$ cat src/rtl/lens_distortion_chromatic_warp_assert.svh
// ----------------------------------------------------------------------------
// Assertion macros for the lens distortion warp
// Each macro expands to a labelled concurrent assertion, or to nothing when
// NO_ASSERTIONS is defined.
// ----------------------------------------------------------------------------
`ifndef LENS_DISTORTION_CHROMATIC_WARP_ASSERT_SVH
`define LENS_DISTORTION_CHROMATIC_WARP_ASSERT_SVH
`ifndef NO_ASSERTIONS
`define LDCW_ASSERT(lbl, clk, rst_n, prop) \
	lbl: assert property (@(posedge clk) disable iff (!rst_n) prop) \
		else $error("ldcw: assertion failed");
`define LDCW_ASSERT_ALWAYS(lbl, clk, prop) \
	lbl: assert property (@(posedge clk) prop) \
		else $error("ldcw: assertion failed");
`else
`define LDCW_ASSERT(lbl, clk, rst_n, prop)
`define LDCW_ASSERT_ALWAYS(lbl, clk, prop)
`endif
`endif

$ cat src/rtl/ldcw_pkg.sv
// ----------------------------------------------------------------------------
// ldcw_pkg
// Widths, register indexes, stage records and fixed-point helpers shared by
// the lens distortion warp.
// ----------------------------------------------------------------------------
package ldcw_pkg;

	localparam int COORD_FRAC_BITS = 16;
	localparam int COEFF_FRAC_BITS = 14;
	localparam int COORD_W = 17;
	localparam int OUT_W = 19;
	localparam int LEN_FRAC = 24;
	localparam int RECIP_FRAC = 16;
	localparam int OUT_SHIFT = LEN_FRAC + RECIP_FRAC - COORD_FRAC_BITS;
	localparam int CFG_IDX_W = 3;
	localparam int CFG_DATA_W = 64;
	localparam int AB_W = 48;
	localparam int MAG_W = 31;
	localparam int SQRT_STAGES = 16;
	localparam int FRONT_STAGES = 6;
	localparam int POLY_STAGES = 11;
	localparam int CHROMA_STAGES = 4;
	localparam int PIPE_DEPTH = FRONT_STAGES + SQRT_STAGES + POLY_STAGES + CHROMA_STAGES;
	localparam int FILL_W = $clog2(PIPE_DEPTH + 1);

	typedef logic signed [31:0] len_t;
	typedef logic [MAG_W-1:0] mag_t;

	localparam mag_t MAG_MAX = '1;
	localparam len_t LEN_MAX_S = 32'sh7FFF_FFFF;
	localparam logic signed [63:0] LEN_HI = 64'sd2147483647;
	localparam logic [63:0] OUT_POS_MAX = (64'd1 << (OUT_W - 1)) - 64'd1;
	localparam logic [63:0] OUT_NEG_MAG = 64'd1 << (OUT_W - 1);
	localparam logic signed [OUT_W-1:0] OUT_MAX_V = {1'b0, {(OUT_W - 1){1'b1}}};
	localparam logic signed [OUT_W-1:0] OUT_MIN_V = {1'b1, {(OUT_W - 1){1'b0}}};

	typedef enum logic [CFG_IDX_W-1:0] {
		REG_VIEW_SIZE          = 3'd0,
		REG_INV_VIEW_SIZE      = 3'd1,
		REG_LENS_CENTER_LEFT   = 3'd2,
		REG_LENS_CENTER_RIGHT  = 3'd3,
		REG_WARP_SCALE_PAIR    = 3'd4,
		REG_WARP_COEFFS        = 3'd5,
		REG_ABERRATION_COEFFS  = 3'd6
	} cfg_reg_t;

	typedef struct packed {
		logic [63:0]     view_size;
		logic [63:0]     inv_view_size;
		logic [63:0]     lens_center_left;
		logic [63:0]     lens_center_right;
		logic [63:0]     warp_scale_pair;
		logic [63:0]     warp_coeffs;
		logic [AB_W-1:0] aberration_coeffs;
	} cfg_t;

	typedef struct packed {
		logic        valid;
		logic        eye;
		len_t        n0;
		len_t        n1;
		logic [62:0] sq;
	} front_t;

	typedef struct packed {
		logic        valid;
		logic        eye;
		len_t        n0;
		len_t        n1;
		logic [31:0] root;
	} root_t;

	typedef struct packed {
		logic valid;
		logic eye;
		len_t rd0;
		len_t rd1;
	} warp_t;

	// Product magnitude shifted right and limited to the largest length.
	function automatic mag_t shift_sat(input logic [63:0] prod, input int unsigned sh);
		logic [63:0] s;
		s = prod >> sh;
		if (s > 64'(MAG_MAX)) begin
			return MAG_MAX;
		end
		return s[MAG_W-1:0];
	endfunction

	function automatic len_t signed_len(input mag_t m, input logic neg);
		len_t v;
		v = len_t'({1'b0, m});
		return neg ? -v : v;
	endfunction

	// Lengths are kept symmetric, so the magnitude always fits.
	function automatic mag_t mag_of(input len_t x);
		len_t a;
		a = x[31] ? -x : x;
		return a[MAG_W-1:0];
	endfunction

	function automatic len_t clamp_len(input logic signed [63:0] x);
		if (x > LEN_HI) begin
			return LEN_MAX_S;
		end
		if (x < -LEN_HI) begin
			return -LEN_MAX_S;
		end
		return x[31:0];
	endfunction

	function automatic len_t coeff_len(input logic [15:0] f);
		len_t v;
		v = len_t'($signed(f));
		return v <<< (LEN_FRAC - COEFF_FRAC_BITS);
	endfunction

endpackage

$ cat src/rtl/ldcw_if.sv


interface ldcw_cfg_if;
	logic                             valid;
	logic                             ready;
	logic [ldcw_pkg::CFG_IDX_W-1:0]   index;
	logic [ldcw_pkg::CFG_DATA_W-1:0]  data;
	modport source (output valid, index, data, input ready);
	modport sink (input valid, index, data, output ready);
endinterface

$ cat src/rtl/ldcw_cfg_regs.sv
// ----------------------------------------------------------------------------
// ldcw_cfg_regs
// Register file for the warp setup, written one register per item.
// ----------------------------------------------------------------------------
module ldcw_cfg_regs (
	input  logic            clk,
	input  logic            arst_n,
	ldcw_cfg_if.sink        cfg,
	output ldcw_pkg::cfg_t  regs
);
	import ldcw_pkg::*;

	assign cfg.ready = 1'b1;

	always_ff @(posedge clk or negedge arst_n) begin
		if (!arst_n) begin
			regs <= '0;
		end else if (cfg.valid) begin
			unique case (cfg.index)
				REG_VIEW_SIZE: regs.view_size <= cfg.data;
				REG_INV_VIEW_SIZE: regs.inv_view_size <= cfg.data;
				REG_LENS_CENTER_LEFT: regs.lens_center_left <= cfg.data;
				REG_LENS_CENTER_RIGHT: regs.lens_center_right <= cfg.data;
				REG_WARP_SCALE_PAIR: regs.warp_scale_pair <= cfg.data;
				REG_WARP_COEFFS: regs.warp_coeffs <= cfg.data;
				REG_ABERRATION_COEFFS: regs.aberration_coeffs <= cfg.data[AB_W-1:0];
				default: begin
				end
			endcase
		end
	end

endmodule

$ cat src/flat_wrapper.sv
// flat-port wrapper written by rule: the top's interface ports become plain ports
module ldcw_cfg_regs_flat import ldcw_pkg::*;
  (clk, arst_n, regs, cfg_valid, cfg_index, cfg_data, cfg_ready);
  ldcw_cfg_if cfg_i ();
  input  logic clk;
  input  logic arst_n;
  output ldcw_pkg::cfg_t regs;
  input wire logic [$bits(cfg_i.valid)-1:0] cfg_valid;
  input wire logic [$bits(cfg_i.index)-1:0] cfg_index;
  input wire logic [$bits(cfg_i.data)-1:0] cfg_data;
  output wire logic [$bits(cfg_i.ready)-1:0] cfg_ready;
  assign cfg_i.valid = cfg_valid;
  assign cfg_i.index = cfg_index;
  assign cfg_i.data = cfg_data;
  assign cfg_ready = cfg_i.ready;
  ldcw_cfg_regs u_core (.clk(clk), .arst_n(arst_n), .cfg(cfg_i), .regs(regs));
endmodule
$ cat config.mk
export PLATFORM = sky130hd
export DESIGN_NAME = ldcw_cfg_regs_flat
export DESIGN_NICKNAME = d
export VERILOG_FILES = /design/src/rtl/lens_distortion_chromatic_warp_assert.svh /design/src/rtl/ldcw_pkg.sv /design/src/rtl/ldcw_if.sv /design/src/rtl/ldcw_cfg_regs.sv /design/src/flat_wrapper.sv
export SDC_FILE = /design/constraint.sdc
export NUM_CORES = 1
export LEC_CHECK = 0
export ABC_CLOCK_PERIOD_IN_PS = 900
export BUFFER_PORTS_ARGS = -buffer_cell sky130_fd_sc_hd__buf_2
export CAP_MARGIN = 20
export CORE_AREA = 2 2 194 196
export CTS_CLUSTER_SIZE = 16
export DETAILED_ROUTE_END_ITERATION = 16
export DIE_AREA = 0 0 196 198
export PLACE_DENSITY_LB_ADDON = 0.25
export SYNTH_ARGS = -nofsm -noshare
export SYNTH_HDL_FRONTEND = slang
export SYNTH_SLANG_ARGS = --single-unit
$ cat constraint.sdc
create_clock -name clk -period 0.9 [get_ports clk]
set_input_delay 0.045 -clock clk [delete_from_list [all_inputs] [get_ports clk]]
set_output_delay 0.045 -clock clk [all_outputs]
set_load 0.01 [all_outputs]
==> Word level (Yosys, flattened, before mapping) <==
Index checks and enable logic that the tools add are counted.
{ "word_totals": {"regBits": 432, "in_bits": 70, "output_inout_bits": 433, "wordCells": 21} }
{ "op_classes": {"n_eq_ne": 6, "n_reduce_logical": 8} }
{ "ops": {"columns": ["operator", "n"], "rows": [
  ["$reduce_and 2->1", 7],
  ["$eq 3x3->1 const B", 3],
  ["$eq 3x2->1 const B", 2],
  ["$eq 3x1->1 const B", 1],
  ["$logic_not 3->1", 1]
]} }

==> Logic depth before layout (Yosys ltp) <==
{ "logic_depth": {"word_depth": 2, "depth_mapped": 4} }

==> Worst setup path after synthesis <==
No wires, ideal clock.
{ "synth_timing": {"path_type": "input port to flip-flop", "startpoint": "input port cfg_index[1]", "endpoint": "register u_core.regs[371] (netlist name)", "setup_time_ns": 0.125, "arrival_ns": 0.996, "t_required_ns": 0.775, "path_slack_ns": -0.221, "stages": 4, "path_cell_list": "nor4b_2 > buf_6 > buf_12 > mux2_2"} }
{ "synth_between": {"elab_chain_cells": 2} }
{ "synth_rtl": {"columns": ["element", "line_no", "text"], "rows": [
  ["start, declared", "flat_wrapper.sv:9", "input wire logic [$bits(cfg_i.index)-1:0] cfg_index;"],
  ["$logic_not 3->1", "ldcw_cfg_regs.sv:19", "unique case (cfg.index)"],
  ["$reduce_and 2->1 (no line)", null, null]
]} }
No other way between the ends.
A chain may end at the register's enable or synchronous reset.

==> Worst setup path in the final report <==
{ "layout_timing": {"startpoint": "register u_core.regs[241] (netlist name)", "endpoint": "output port regs[241] in the netlist's numbering"} }
{ "layout_rtl": {"columns": ["element", "line_no", "text"], "rows": [
  ["end, declared", "flat_wrapper.sv:7", "output ldcw_pkg::cfg_t regs;"]
]} }
No word-level cell between the ends.

==> results.yml <==
status:
  outcome: "finished with violations"
  violations: "negative hold slack, negative setup slack"
synth:
  syn_area_per_cell_um2: 18.7
  synth_warnings: 0
  synth-seq-cells: 432
  yosysTopAreaCell: "dfrtp_1"
  ys_top_cells_by_area: "dfrtp_1 63%, mux2_4 17%, mux2_2 15%, buf_12 2.8%, buf_4 0.61%"
  syn_nets: 990
  netlist.area_leader.share_pct: 62.9
  synth_area_mm2: 0.0172
  yosysSeqAreaShare_pct: 62.9
  yosysUniqueCellTypes: 11
  netlist_instances: 920
cells_and_area:
  layoutNonFillerInstCount: 2324
  area_growth_pct: 55.1
  fin_nets: 1891
  regMostFlops: "u_core.regs"
  multi_input_area_mm2: 0.00600
  mostFrequentLayoutCells: "432 x dfrtp_1, 309 x buf_6, 299 x buf_2"
  ff_latch_area_mm2: 0.0108
  largest_register_ffs: 432
  finalInstanceArea_mm2: 0.0266
  drive_above_1_share_pct: 72.4
  reg_top3: "u_core.regs: 432 flops"
  antennaDiodeCount: 0
  final_common_cell: "dfrtp_1"
  fill_cells: 2166
drt:
  drtIter0Drc: 350
  drc: 0
  vias: 11700
  firstDrtPassIters: 5
  routed_wirelength_um: 51700
  via_per_inst: 5.03
  postRouteAntennaNets: 0
  wire_per_inst_um: 22.2
run:
  cap_violations: 0
grt:
  grt_max_degree: 46
  first_global_vias: 12200
  track_usage_pct: 24.8
  grt_overflow: 0
  use_met3_pct: 6.30
  grt_antenna_before_repair: 0
  grt_pass1_wl_um: 73200
  grtUsageMet1_pct: 29.5
  top_usage_layer: "met2"
  met2_usage_pct: 43.1
setup_path:
  critPathKind: "flip-flop to output pin"
  crit_chain: "buf_6"
  cp_num_cells: 1
  critPathLaunchType: "flip-flop"
  cp-end-kind: "output pin"
  cp_num_buf_inv: 1
  worst-path-max-fanout: 2
  arrival_ns: 1.14
  worst_path_dominant_cell_family: "flip-flops"
  required_ns: 0.85
  critPathSlowestCell: "dfrtp_1"
  r2r_cells: 3
  slowest_delay_ns: 0.44
cts:
  numCtsBuffers: 45
  clockBufferDepth: 3
  clkLatencyLatePin_ns: 0.55
  htree_levels: 2
  cts_tree: "done"
  clkSlewWorstSetupHoldPaths_ns: 0.07
  cts_sinks: 432
  ctsHoldBuffers: 65
  clock-root-buffer: "clkbuf_16"
timing:
  fin_worst_skew_ns: 0
  rsz0062_at_grt: "true"
  max_freq_mhz: 841
  fin_crit_ns: 1.19
  final-setup-viol-count: 522
  timing.final.ws_setup_ns: -0.289
  timing.hold.ws_ns: -0.0503
  finalHoldViolations: 8
  report.final.slew_viol_count: 0
  post-route-period-util_pct: 132
die:
  die_area_mm2: 0.0388
  io_pins: 503
  die-height_um: 198
  core-area_mm2: 0.0370
  chipWidth_um: 196
  initial_core_util_pct: 46.5
  rows: 71
placed_design:
  finalWeightedCongestion: 0.821
  place_area_mm2: 0.0209
  placedCellCount: 1926
  post-place-ws_ns: -0.500
  dpl.hpwl_um: 31500
  port_buffers: 501
pwr:
  powerDensity_mw_per_mm2: 2530
  finalPower_mw: 67.4
  ir_drop_v: 0.00178
  p_leak_nw: 13.2
hold_path:
  hold_path.class: "primary input to async pin"
[synthesized netlist by cell type]
master,instances
and4bb_1,3
buf_12,24
buf_2,4
buf_4,14
buf_6,6
conb_1,1
dfrtp_1,432
mux2_2,232
mux2_4,200
nand4b_1,3
nor4b_2,1
[final cells by class]
class                      instances  share of cell area [%]
clock inverter                    10                   0.479
tap                              474                    2.23
sequential                       432                    40.6
timing repair buffer             902                    29.2
multi-input combinational        440                    22.5
clock buffer                      66                    4.97
[routing by layer]
metal | vias up | share of wire (%)
li1 | 5064 | -
met1 | 6038 | 38
met2 | 440 | 51
met3 | 137 | 6.5
met4 | 0 | 4.2
met5 | - | 0
[worst paths after layout]
check / from / endpoint / slack [ns]
max in group asynchronous: arst_n / u_core.regs[231]$_DFFE_PN0P_ / 0.30
worst max-delay path: u_core.regs[241]$_DFFE_PN0P_ / regs[241] / -0.29
worst min register to register: u_core.regs[87]$_DFFE_PN0P_ / u_core.regs[87]$_DFFE_PN0P_ / 0.50
worst max register to register: u_core.regs[279]$_DFFE_PN0P_ / u_core.regs[279]$_DFFE_PN0P_ / -0.13
min in group clk: cfg_valid / u_core.regs[200]$_DFFE_PN0P_ / 0.20
worst min-delay path: arst_n / u_core.regs[215]$_DFFE_PN0P_ / -0.05
[power breakdown]
part	total (mW)	internal (mW)	switching [mW]
combinational	22.0	14.0	8.03
clock	18.6	11.0	7.60
sequential	26.8	23.7	3.06
[stage by stage]
stage | setup TNS, ns | util, %
finish | -101.56 | 72.1
global route | -120.60 | 72.1
CTS | -110.14 | 68.9
detailed placement | -175.28 | 56.7
global placement | -170.61 | 56.7
floorplan | -44.45 | -
[cell families after synthesis]
logic type,count (synthesis),synth area share (%)
DFF,432,62.9
muxes,432,32.7
and+or+nand+nor,7,0.459
buffers and inverters,48,3.92
other,1,0.0218
[repair_timing]
item / CTS / global route
resized for setup: 233 / 148
endpoints found under the setup margin: 432 / 561
pin swaps: 0 / 0
endpoints found under the hold margin: 864 / 8
buffers inserted: 188 / 132
Power figures use the tool's default switching activity.
