**src/rtl/lens_distortion_chromatic_warp_assert.svh**
```systemverilog
// ----------------------------------------------------------------------------
// Assertion macros for the lens distortion warp
// Each macro expands to a labelled concurrent assertion, or to nothing when
// NO_ASSERTIONS is defined.
// ----------------------------------------------------------------------------
`ifndef LENS_DISTORTION_CHROMATIC_WARP_ASSERT_SVH
`define LENS_DISTORTION_CHROMATIC_WARP_ASSERT_SVH
`ifndef NO_ASSERTIONS
`define LDCW_ASSERT(lbl, clk, rst_n, prop) \
	lbl: assert property (@(posedge clk) disable iff (!rst_n) prop) \
		else $error("ldcw: assertion failed");
`define LDCW_ASSERT_ALWAYS(lbl, clk, prop) \
	lbl: assert property (@(posedge clk) prop) \
		else $error("ldcw: assertion failed");
`else
`define LDCW_ASSERT(lbl, clk, rst_n, prop)
`define LDCW_ASSERT_ALWAYS(lbl, clk, prop)
`endif
`endif

```
**src/rtl/ldcw_pkg.sv**
```systemverilog
// ----------------------------------------------------------------------------
// ldcw_pkg
// Widths, register indexes, stage records and fixed-point helpers shared by
// the lens distortion warp.
// ----------------------------------------------------------------------------
package ldcw_pkg;

	localparam int COORD_FRAC_BITS = 16;
	localparam int COEFF_FRAC_BITS = 14;
	localparam int COORD_W = 17;
	localparam int OUT_W = 19;
	localparam int LEN_FRAC = 24;
	localparam int RECIP_FRAC = 16;
	localparam int OUT_SHIFT = LEN_FRAC + RECIP_FRAC - COORD_FRAC_BITS;
	localparam int CFG_IDX_W = 3;
	localparam int CFG_DATA_W = 64;
	localparam int AB_W = 48;
	localparam int MAG_W = 31;
	localparam int SQRT_STAGES = 16;
	localparam int FRONT_STAGES = 6;
	localparam int POLY_STAGES = 11;
	localparam int CHROMA_STAGES = 4;
	localparam int PIPE_DEPTH = FRONT_STAGES + SQRT_STAGES + POLY_STAGES + CHROMA_STAGES;
	localparam int FILL_W = $clog2(PIPE_DEPTH + 1);

	typedef logic signed [31:0] len_t;
	typedef logic [MAG_W-1:0] mag_t;

	localparam mag_t MAG_MAX = '1;
	localparam len_t LEN_MAX_S = 32'sh7FFF_FFFF;
	localparam logic signed [63:0] LEN_HI = 64'sd2147483647;
	localparam logic [63:0] OUT_POS_MAX = (64'd1 << (OUT_W - 1)) - 64'd1;
	localparam logic [63:0] OUT_NEG_MAG = 64'd1 << (OUT_W - 1);
	localparam logic signed [OUT_W-1:0] OUT_MAX_V = {1'b0, {(OUT_W - 1){1'b1}}};
	localparam logic signed [OUT_W-1:0] OUT_MIN_V = {1'b1, {(OUT_W - 1){1'b0}}};

	typedef enum logic [CFG_IDX_W-1:0] {
		REG_VIEW_SIZE          = 3'd0,
		REG_INV_VIEW_SIZE      = 3'd1,
		REG_LENS_CENTER_LEFT   = 3'd2,
		REG_LENS_CENTER_RIGHT  = 3'd3,
		REG_WARP_SCALE_PAIR    = 3'd4,
		REG_WARP_COEFFS        = 3'd5,
		REG_ABERRATION_COEFFS  = 3'd6
	} cfg_reg_t;

	typedef struct packed {
		logic [63:0]     view_size;
		logic [63:0]     inv_view_size;
		logic [63:0]     lens_center_left;
		logic [63:0]     lens_center_right;
		logic [63:0]     warp_scale_pair;
		logic [63:0]     warp_coeffs;
		logic [AB_W-1:0] aberration_coeffs;
	} cfg_t;

	typedef struct packed {
		logic        valid;
		logic        eye;
		len_t        n0;
		len_t        n1;
		logic [62:0] sq;
	} front_t;

	typedef struct packed {
		logic        valid;
		logic        eye;
		len_t        n0;
		len_t        n1;
		logic [31:0] root;
	} root_t;

	typedef struct packed {
		logic valid;
		logic eye;
		len_t rd0;
		len_t rd1;
	} warp_t;

	// Product magnitude shifted right and limited to the largest length.
	function automatic mag_t shift_sat(input logic [63:0] prod, input int unsigned sh);
		logic [63:0] s;
		s = prod >> sh;
		if (s > 64'(MAG_MAX)) begin
			return MAG_MAX;
		end
		return s[MAG_W-1:0];
	endfunction

	function automatic len_t signed_len(input mag_t m, input logic neg);
		len_t v;
		v = len_t'({1'b0, m});
		return neg ? -v : v;
	endfunction

	// Lengths are kept symmetric, so the magnitude always fits.
	function automatic mag_t mag_of(input len_t x);
		len_t a;
		a = x[31] ? -x : x;
		return a[MAG_W-1:0];
	endfunction

	function automatic len_t clamp_len(input logic signed [63:0] x);
		if (x > LEN_HI) begin
			return LEN_MAX_S;
		end
		if (x < -LEN_HI) begin
			return -LEN_MAX_S;
		end
		return x[31:0];
	endfunction

	function automatic len_t coeff_len(input logic [15:0] f);
		len_t v;
		v = len_t'($signed(f));
		return v <<< (LEN_FRAC - COEFF_FRAC_BITS);
	endfunction

endpackage

```
**src/rtl/ldcw_isqrt.sv**
```systemverilog
// ----------------------------------------------------------------------------
// ldcw_isqrt
// Pipelined digit-by-digit integer square root, two root bits per stage.
// ----------------------------------------------------------------------------
module ldcw_isqrt (
	input  logic              clk,
	input  logic              arst_n,
	input  logic              adv,
	input  ldcw_pkg::front_t  fr,
	output ldcw_pkg::root_t   rt
);
	import ldcw_pkg::*;

	typedef struct packed {
		logic [33:0] rem;
		logic [31:0] root;
	} sq_acc_t;

	function automatic sq_acc_t sqrt_step(input sq_acc_t a, input logic [1:0] pair);
		sq_acc_t r;
		logic [35:0] rs;
		logic [35:0] trial;
		rs = {a.rem, pair};
		trial = {2'b00, a.root, 2'b01};
		if (rs >= trial) begin
			r.rem = 34'(rs - trial);
			r.root = {a.root[30:0], 1'b1};
		end else begin
			r.rem = rs[33:0];
			r.root = {a.root[30:0], 1'b0};
		end
		return r;
	endfunction

	logic    valid_s[SQRT_STAGES];
	logic    eye_s[SQRT_STAGES];
	len_t    n0_s[SQRT_STAGES];
	len_t    n1_s[SQRT_STAGES];
	sq_acc_t acc_s[SQRT_STAGES];
	sq_acc_t acc_nx[SQRT_STAGES];
	logic [62:0] sq_s[SQRT_STAGES-1];

	for (genvar k = 0; k < SQRT_STAGES; k++) begin : g_stage
		sq_acc_t a_in, mid;
		logic [63:0] x_in;
		if (k == 0) begin : g_head
			assign a_in = '0;
			assign x_in = {1'b0, fr.sq};
		end else begin : g_body
			assign a_in = acc_s[k-1];
			assign x_in = {1'b0, sq_s[k-1]};
		end
		assign mid = sqrt_step(a_in, x_in[63-4*k -: 2]);
		assign acc_nx[k] = sqrt_step(mid, x_in[61-4*k -: 2]);
	end

	always_ff @(posedge clk or negedge arst_n) begin
		if (!arst_n) begin
			for (int k = 0; k < SQRT_STAGES; k++) begin
				valid_s[k] <= 1'b0;
			end
		end else if (adv) begin
			valid_s[0] <= fr.valid;
			for (int k = 1; k < SQRT_STAGES; k++) begin
				valid_s[k] <= valid_s[k-1];
			end
		end
	end

	always_ff @(posedge clk) begin
		if (adv) begin
			eye_s[0] <= fr.eye;
			n0_s[0] <= fr.n0;
			n1_s[0] <= fr.n1;
			sq_s[0] <= fr.sq;
			for (int k = 1; k < SQRT_STAGES; k++) begin
				eye_s[k] <= eye_s[k-1];
				n0_s[k] <= n0_s[k-1];
				n1_s[k] <= n1_s[k-1];
			end
			for (int k = 1; k < SQRT_STAGES - 1; k++) begin
				sq_s[k] <= sq_s[k-1];
			end
			for (int k = 0; k < SQRT_STAGES; k++) begin
				acc_s[k] <= acc_nx[k];
			end
		end
	end

	assign rt.valid = valid_s[SQRT_STAGES-1];
	assign rt.eye = eye_s[SQRT_STAGES-1];
	assign rt.n0 = n0_s[SQRT_STAGES-1];
	assign rt.n1 = n1_s[SQRT_STAGES-1];
	assign rt.root = acc_s[SQRT_STAGES-1].root;

endmodule

```
**config.mk**
```make
export PLATFORM = sky130hd
export DESIGN_NAME = ldcw_isqrt
export DESIGN_NICKNAME = d
export VERILOG_FILES = /design/src/rtl/lens_distortion_chromatic_warp_assert.svh /design/src/rtl/ldcw_pkg.sv /design/src/rtl/ldcw_isqrt.sv
export SDC_FILE = /design/constraint.sdc
export NUM_CORES = 2
export LEC_CHECK = 0
export ABC_AREA = 1
export BUFFER_PORTS_ARGS = -buffer_cell sky130_fd_sc_hd__buf_2
export CORE_ASPECT_RATIO = 0.9
export CORE_MARGIN = 2
export CORE_UTILIZATION = 55
export CTS_BUF_LIST = sky130_fd_sc_hd__clkbuf_8
export DETAILED_ROUTE_END_ITERATION = 10
export MAX_ROUTING_LAYER = met4
export PLACE_DENSITY = 0.7
export SLEW_MARGIN = 20
export SYNTH_ARGS = -nofsm -noshare
export SYNTH_HDL_FRONTEND = slang
export SYNTH_SLANG_ARGS = --single-unit
```
**constraint.sdc**
```tcl
create_clock -name clk -period 6 [get_ports clk]
set_clock_uncertainty 0.1 [all_clocks]
set_input_delay 1.2 -clock clk [delete_from_list [all_inputs] [get_ports clk]]
set_output_delay 1.2 -clock clk [all_outputs]
set_load 0.1 [all_outputs]
```
* Word-level counts from Yosys, hierarchy flattened *
Memories as Yosys holds them, arrays and structs flattened.
Index checks and enable logic that the tools add are counted.

operators by class
  reductions and logical operators = 0
  order comparisons = 32
  muxes and demuxes = 34
  shifts and indexed selects = 0
  divide/modulo/power cells = 0
  bitwise gates (word level) = 0
  add/subtract/negate cells = 32
  equality and inequality tests = 0
  $mul = 0

operators by type and width
  kind                                                                count
  66-bit two-way mux                                                  32
  36-bit by 34-bit >= comparator with 1-bit output                    31
  34-bit subtractor                                                   31
  1-bit two-way mux                                                   2
  1-bit by 1-bit subtractor with 2-bit output, second input constant  1
  1-bit >= comparator, second input constant                          1

storage, ports and cells
  bits in writable memories = 3,041
  ROM bits = 0
  output and inout bits = 98
  word-level logic and storage cells = 119
  bits in latches = 0
  memories = 5
  register bits after elaboration = 16
  bits of input ports = 132

memory list
  name   words  bits a word  rd ports  clocked after Yosys merged registers in  write ports  line              source
  acc_s  16     66           16        0                                        16           ldcw_isqrt.sv:39  sq_acc_t acc_s[SQRT_STAGES];
  sq_s   15     63           15        0                                        15           ldcw_isqrt.sv:41  logic [62:0] sq_s[SQRT_STAGES-1];
  n0_s   16     32           16        0                                        16           ldcw_isqrt.sv:37  len_t n0_s[SQRT_STAGES];
  n1_s   16     32           16        0                                        16           ldcw_isqrt.sv:38  len_t n1_s[SQRT_STAGES];
  eye_s  16     1            16        0                                        16           ldcw_isqrt.sv:36  logic eye_s[SQRT_STAGES];

* Logic depth before layout (Yosys ltp) *
An unclocked memory read counts as a cell.

  word-level depth = 5
  mapped depth = 34
  gate-level depth less buffers = 31

* Worst setup path before layout *
OpenSTA, ideal clock, no wires.

  path kind = reg2reg
  from = memory acc_s[1][273] in the netlist's numbering
  to = memory acc_s[1][373] in the netlist's numbering (data pin)
  stages on the path, launching flop included = 31
  setup time = 253 ps
  path buffers = 5
  arrival = 3,971 ps
  required time = 5,647 ps
  path slack = 1,677 ps
  cells stage by stage = edfxtp_1 > inv_1 > ha_1 > nand2_1 > inv_1 > nand2_1 > and2_1 > nand2_1 > nand2_1 > nand3_1 > nand2_1 > nand2_2 > buf_2 > inv_1 > clkbuf_1 > clkbuf_1 > o21ai_0 > ha_1 > nand2_1 > nor2_1 > inv_1 > o21ai_0 > a21oi_1 > nand2_1 > nand4_1 > inv_1 > nor2_2 > buf_6 > buf_6 > nand2_1 > nand2_1

RTL lines
  element          line
  start, declared  ldcw_isqrt.sv:39

==> impl_metrics.csv <==
group,metric,value,unit
place,place.gp.congestion,1.01,
die,start_util,55.5,%
yosys,ys_warn_count,0,
worst_hold_path,min_from,"n0_s[1][43]$_DFFE_PP_",
pwr,combPwrFrac,40.3,%
sta,final_hold_viol_count,0,
critical_path,path_class,"flip-flop to flip-flop",
critical_path,cpPeakStageDelay,530,ps
critical_path,reg2reg_from,"acc_s[1][266]$_DFFE_PP_",
pwr,p_sw_share,40.6,%
global_routing,grt_max_degree,160,
critical_path,critPathSlowestCell,"edfxtp_1",
sta,holdWs,233,ps
finish,fin_cells,17217,
pwr,power_frac_clock,22.1,%
worst_hold_path,whs_path_depth,0,
finish,nets,14630,
drt,first_pass_iters,7,
critical_path,crit_arrival,6240,ps
drt,vias,95780,
yosys,ys_seq_area_share,54.9,%
global_routing,grt_pass1_vias,90676,
place,dp_hpwl,270000,um
sta,tightest_slew,1090,ps
pwr,ir_drop,0.259,mV
critical_path,path_cells,"inv_1 > ha_1 > a21oi_1 > o21ai_0 > a21oi_1 > o21ai_0 > buf_4 > a21oi_1 > o21bai_1 > or2_2 > a31oi_1 > ha_1 > nand2_1 > nor2_1 > nand4_1 > nor3_1 > nand3_1 > nand3_2 > buf_6 > o21ai_0",
yosys,async_flop_share,0.699,%
critical_path,required,6550,ps
die,design.die.area,0.231,mm2
finish,design_area,0.136,mm2
worst_hold_path,holdPathEnd,"n0_s[1][75]$_DFFE_PP_",
sta,rsz0062_at_grt,"no",
clock_network,cts-buffers-inserted,354,
clock_network,clockRootBuffer,"clkbuf_8",
sta,clock.fmax,176,MHz
yosys,syn_nets,14127,
clock_network,clk_pin_slew_worst_paths,60,ps
drt,wirelength,346000,um
finish,layout_commonest_cell,"nand2_1",
place,port_buffers,229,
finish,fin_util,60.6,%
drt,ant_nets,0,
critical_path,endpoint_kind,"flip-flop",
yosys,ys_ff_latch,2289,
run_status,status,"finished clean",
sta,setup_viol,0,
pwr,p_sw,0.0232,W
critical_path,reg2regPathDepth,20,
clock_network,tritoncts,"yes",
job,maxCapViolations,0,
clock_network,insertion_delay,1050,ps
die,die_h,456,um
critical_path,r2r_slack,310,ps
sta,relSlewSlack,27.0,%
drt,drt_iter0_markers,10511,
die,io_pins,230,
die,dieWidth,506,um
critical_path,path_max_fanout,35,
worst_hold_path,hold_class,"flip-flop to flip-flop",
place,placed_cell_area,0.130,mm2
finish,final_cell_mix,"3501 x nand2_1, 2273 x edfxtp_1, 1741 x inv_1",
global_routing,overflow,0,
place,dp_cells,16587,
clock_network,cts.sinks,2289,
finish,nFillCells,18853,
clock_network,clock_path_buffers,4,
yosys,synth_cell_types,77,
yosys,synth_edf_count,2273,
sta,final.setup.tns,0,ps
global_routing,grt_pass1_wl,527000,um
sta,min_period_over_period,94.9,%
global_routing,antenna_found_initial,7,
sta,slew_viol_final,0,
drt,post_drt_via_cell_ratio,5.56,
yosys,synth_ff_type,"edfxtp_1",
pwr,p_int,0.0340,W
yosys,syn-instance-count,13439,
die,core,0.225,mm2
sta,min_period,5690,ps
finish,drive_above_1_share,8.03,%
global_routing,grtUsageTotal,30.1,%
pwr,p_leak,57.4,nW
pwr,power_frac_seq,37.6,%
critical_path,reg2reg_to,"acc_s[1][379]$_DFFE_PP_",
critical_path,cp-start-kind,"flip-flop",
die,std_cell_rows,165,
drt,drc,0,
pwr,p_per_area,419,mW/mm2
clock_network,cts.htree.levels,5,
yosys,syn_area,0.125,mm2
finish,area_delta_synth_final,9.15,%
drt,wl_per_cell,20.1,um
yosys,syn_area_per_cell,9.30,um2
## area by class of cell
cell class / count / area (um2) / share of cell area, %
antenna: 8 / 20.0 / 0.0147
clock buffer: 366 / 5040 / 3.69
clock inverter: 251 / 1680 / 1.23
inverter: 1678 / 6310 / 4.63
multi-input combinational: 9231 / 48300 / 35.4
sequential: 2289 / 68700 / 50.3
tap: 3006 / 3760 / 2.76
timing repair buffer: 388 / 2620 / 1.92
## per-stage QoR
step	power, W	worst slack (ps)
after floorplan	0.0370	1680
after global placement	0.0441	330
after detailed placement	0.0443	303
after CTS	0.0570	292
after global routing	0.0608	16.1
final	0.0572	305
## timing repair
| action | 4_1_cts | 5_1_grt |
|---|---|---|
| endpoints found under the hold margin | 16 | 0 |
| setup endpoints to repair | 0 | 32 |
| hold buffers | 1 | 0 |
| buffers inserted | 0 | 4 |
| gates resized for setup | 0 | 2 |
## critical path, delay by kind of cell, from the launching register on
kind,cells,cell delay (ps)
buffers and inverters,3,590
adder cells (fa/ha/maj),2,640
AO/OA/AOI/OAI,8,1720
flip-flops,1,530
AND/OR/NAND/NOR,7,1720
## cell families after synthesis
logic type	count (synthesis)	synth area share, %
AO/OA/AOI/OAI	1779	7.82
XOR/XNOR	521	3.66
adder cells (fa/ha/maj)	556	5.57
buffers and inverters	1919	6.41
flip-flops	2289	54.9
multiplexers	1	0.00801
AND/OR/NAND/NOR	6374	21.6
## sequential cells by signal, summed over array words and instances, names as in the netlist
signal   cells
acc_s      740
eye_s       16
n0_s       512
n1_s       512
rt           1
sq_s       493
valid_s     15
## worst max-delay path by stage
stage / slack [ps] / cells past startpoint / end / startpoint
after detailed placement: 300 / 25 / acc_s[1][299]$_DFFE_PP_ / sq_s[1][251]$_DFFE_PP_
after CTS: 290 / 24 / acc_s[1][299]$_DFFE_PP_ / sq_s[1][251]$_DFFE_PP_
after global routing: 20 / 25 / acc_s[1][379]$_DFFE_PP_ / acc_s[1][281]$_DFFE_PP_
final: 310 / 20 / acc_s[1][379]$_DFFE_PP_ / acc_s[1][266]$_DFFE_PP_
after floorplan: 1680 / 30 / acc_s[1][373]$_DFFE_PP_ / acc_s[1][273]$_DFFE_PP_
after global placement: 330 / 23 / acc_s[1][299]$_DFFE_PP_ / sq_s[1][251]$_DFFE_PP_
## Yosys cell counts (6+ instances only)
library cell / count / share of area (%)
and2_1: 17 / 0.085
nand2_1: 3501 / 11
xor2_1: 273 / 1.9
nand3_2: 37 / 0.30
a21o_1: 54 / 0.32
clkbuf_1: 48 / 0.14
nand2_4: 11 / 0.099
o221a_2: 6 / 0.054
nand4_1: 211 / 1.1
nor2_1: 1341 / 4.0
o21a_1: 41 / 0.25
a211oi_1: 12 / 0.072
clkinv_1: 6 / 0.018
o21ai_2: 13 / 0.091
a21oi_2: 23 / 0.16
nor2_4: 15 / 0.14
buf_4: 119 / 0.71
o21ai_1: 54 / 0.22
nor3b_1: 6 / 0.036
or2_1: 6 / 0.030
o211ai_1: 11 / 0.066
o21ai_0: 674 / 2.7
edfxtp_1: 2273 / 55
nand3_1: 800 / 3.2
o21bai_1: 62 / 0.37
nand2_2: 41 / 0.21
a31oi_1: 61 / 0.31
a21oi_1: 721 / 2.9
buf_2: 35 / 0.14
xnor2_1: 247 / 1.7
nor4_1: 40 / 0.20
buf_6: 34 / 0.31
nor2_2: 63 / 0.32
nor3_1: 181 / 0.72
or2_2: 26 / 0.13
ha_1: 556 / 5.6
inv_1: 1641 / 4.9
nand3b_1: 43 / 0.26
inv_2: 27 / 0.081
dfrtp_1: 16 / 0.32
a31o_2: 7 / 0.049
a21boi_0: 15 / 0.090
and3_1: 15 / 0.075
## per-layer routing
metal / share of wire (%) / wire length, um / GRT usage (%) / up-vias
met5: 0 / 0 / - / -
met4: 2.9 / 9990 / 8.37 / 0
met3: 7.4 / 25400 / 4.03 / 622
met2: 45 / 156000 / 45.8 / 3911
met1: 45 / 155000 / 42.6 / 44848
li1: - / - / - / 46399
## power groups by stage
stage	registers (W)	clock network, W	logic (W)
final	0.0215	0.0126	0.0231
after global routing	0.0217	0.0136	0.0255
after CTS	0.0215	0.0130	0.0225
after detailed placement	0.0218	0	0.0224
after global placement	0.0218	0	0.0223
after floorplan	0.0210	0	0.0159
(Power assumes the default switching activity.)
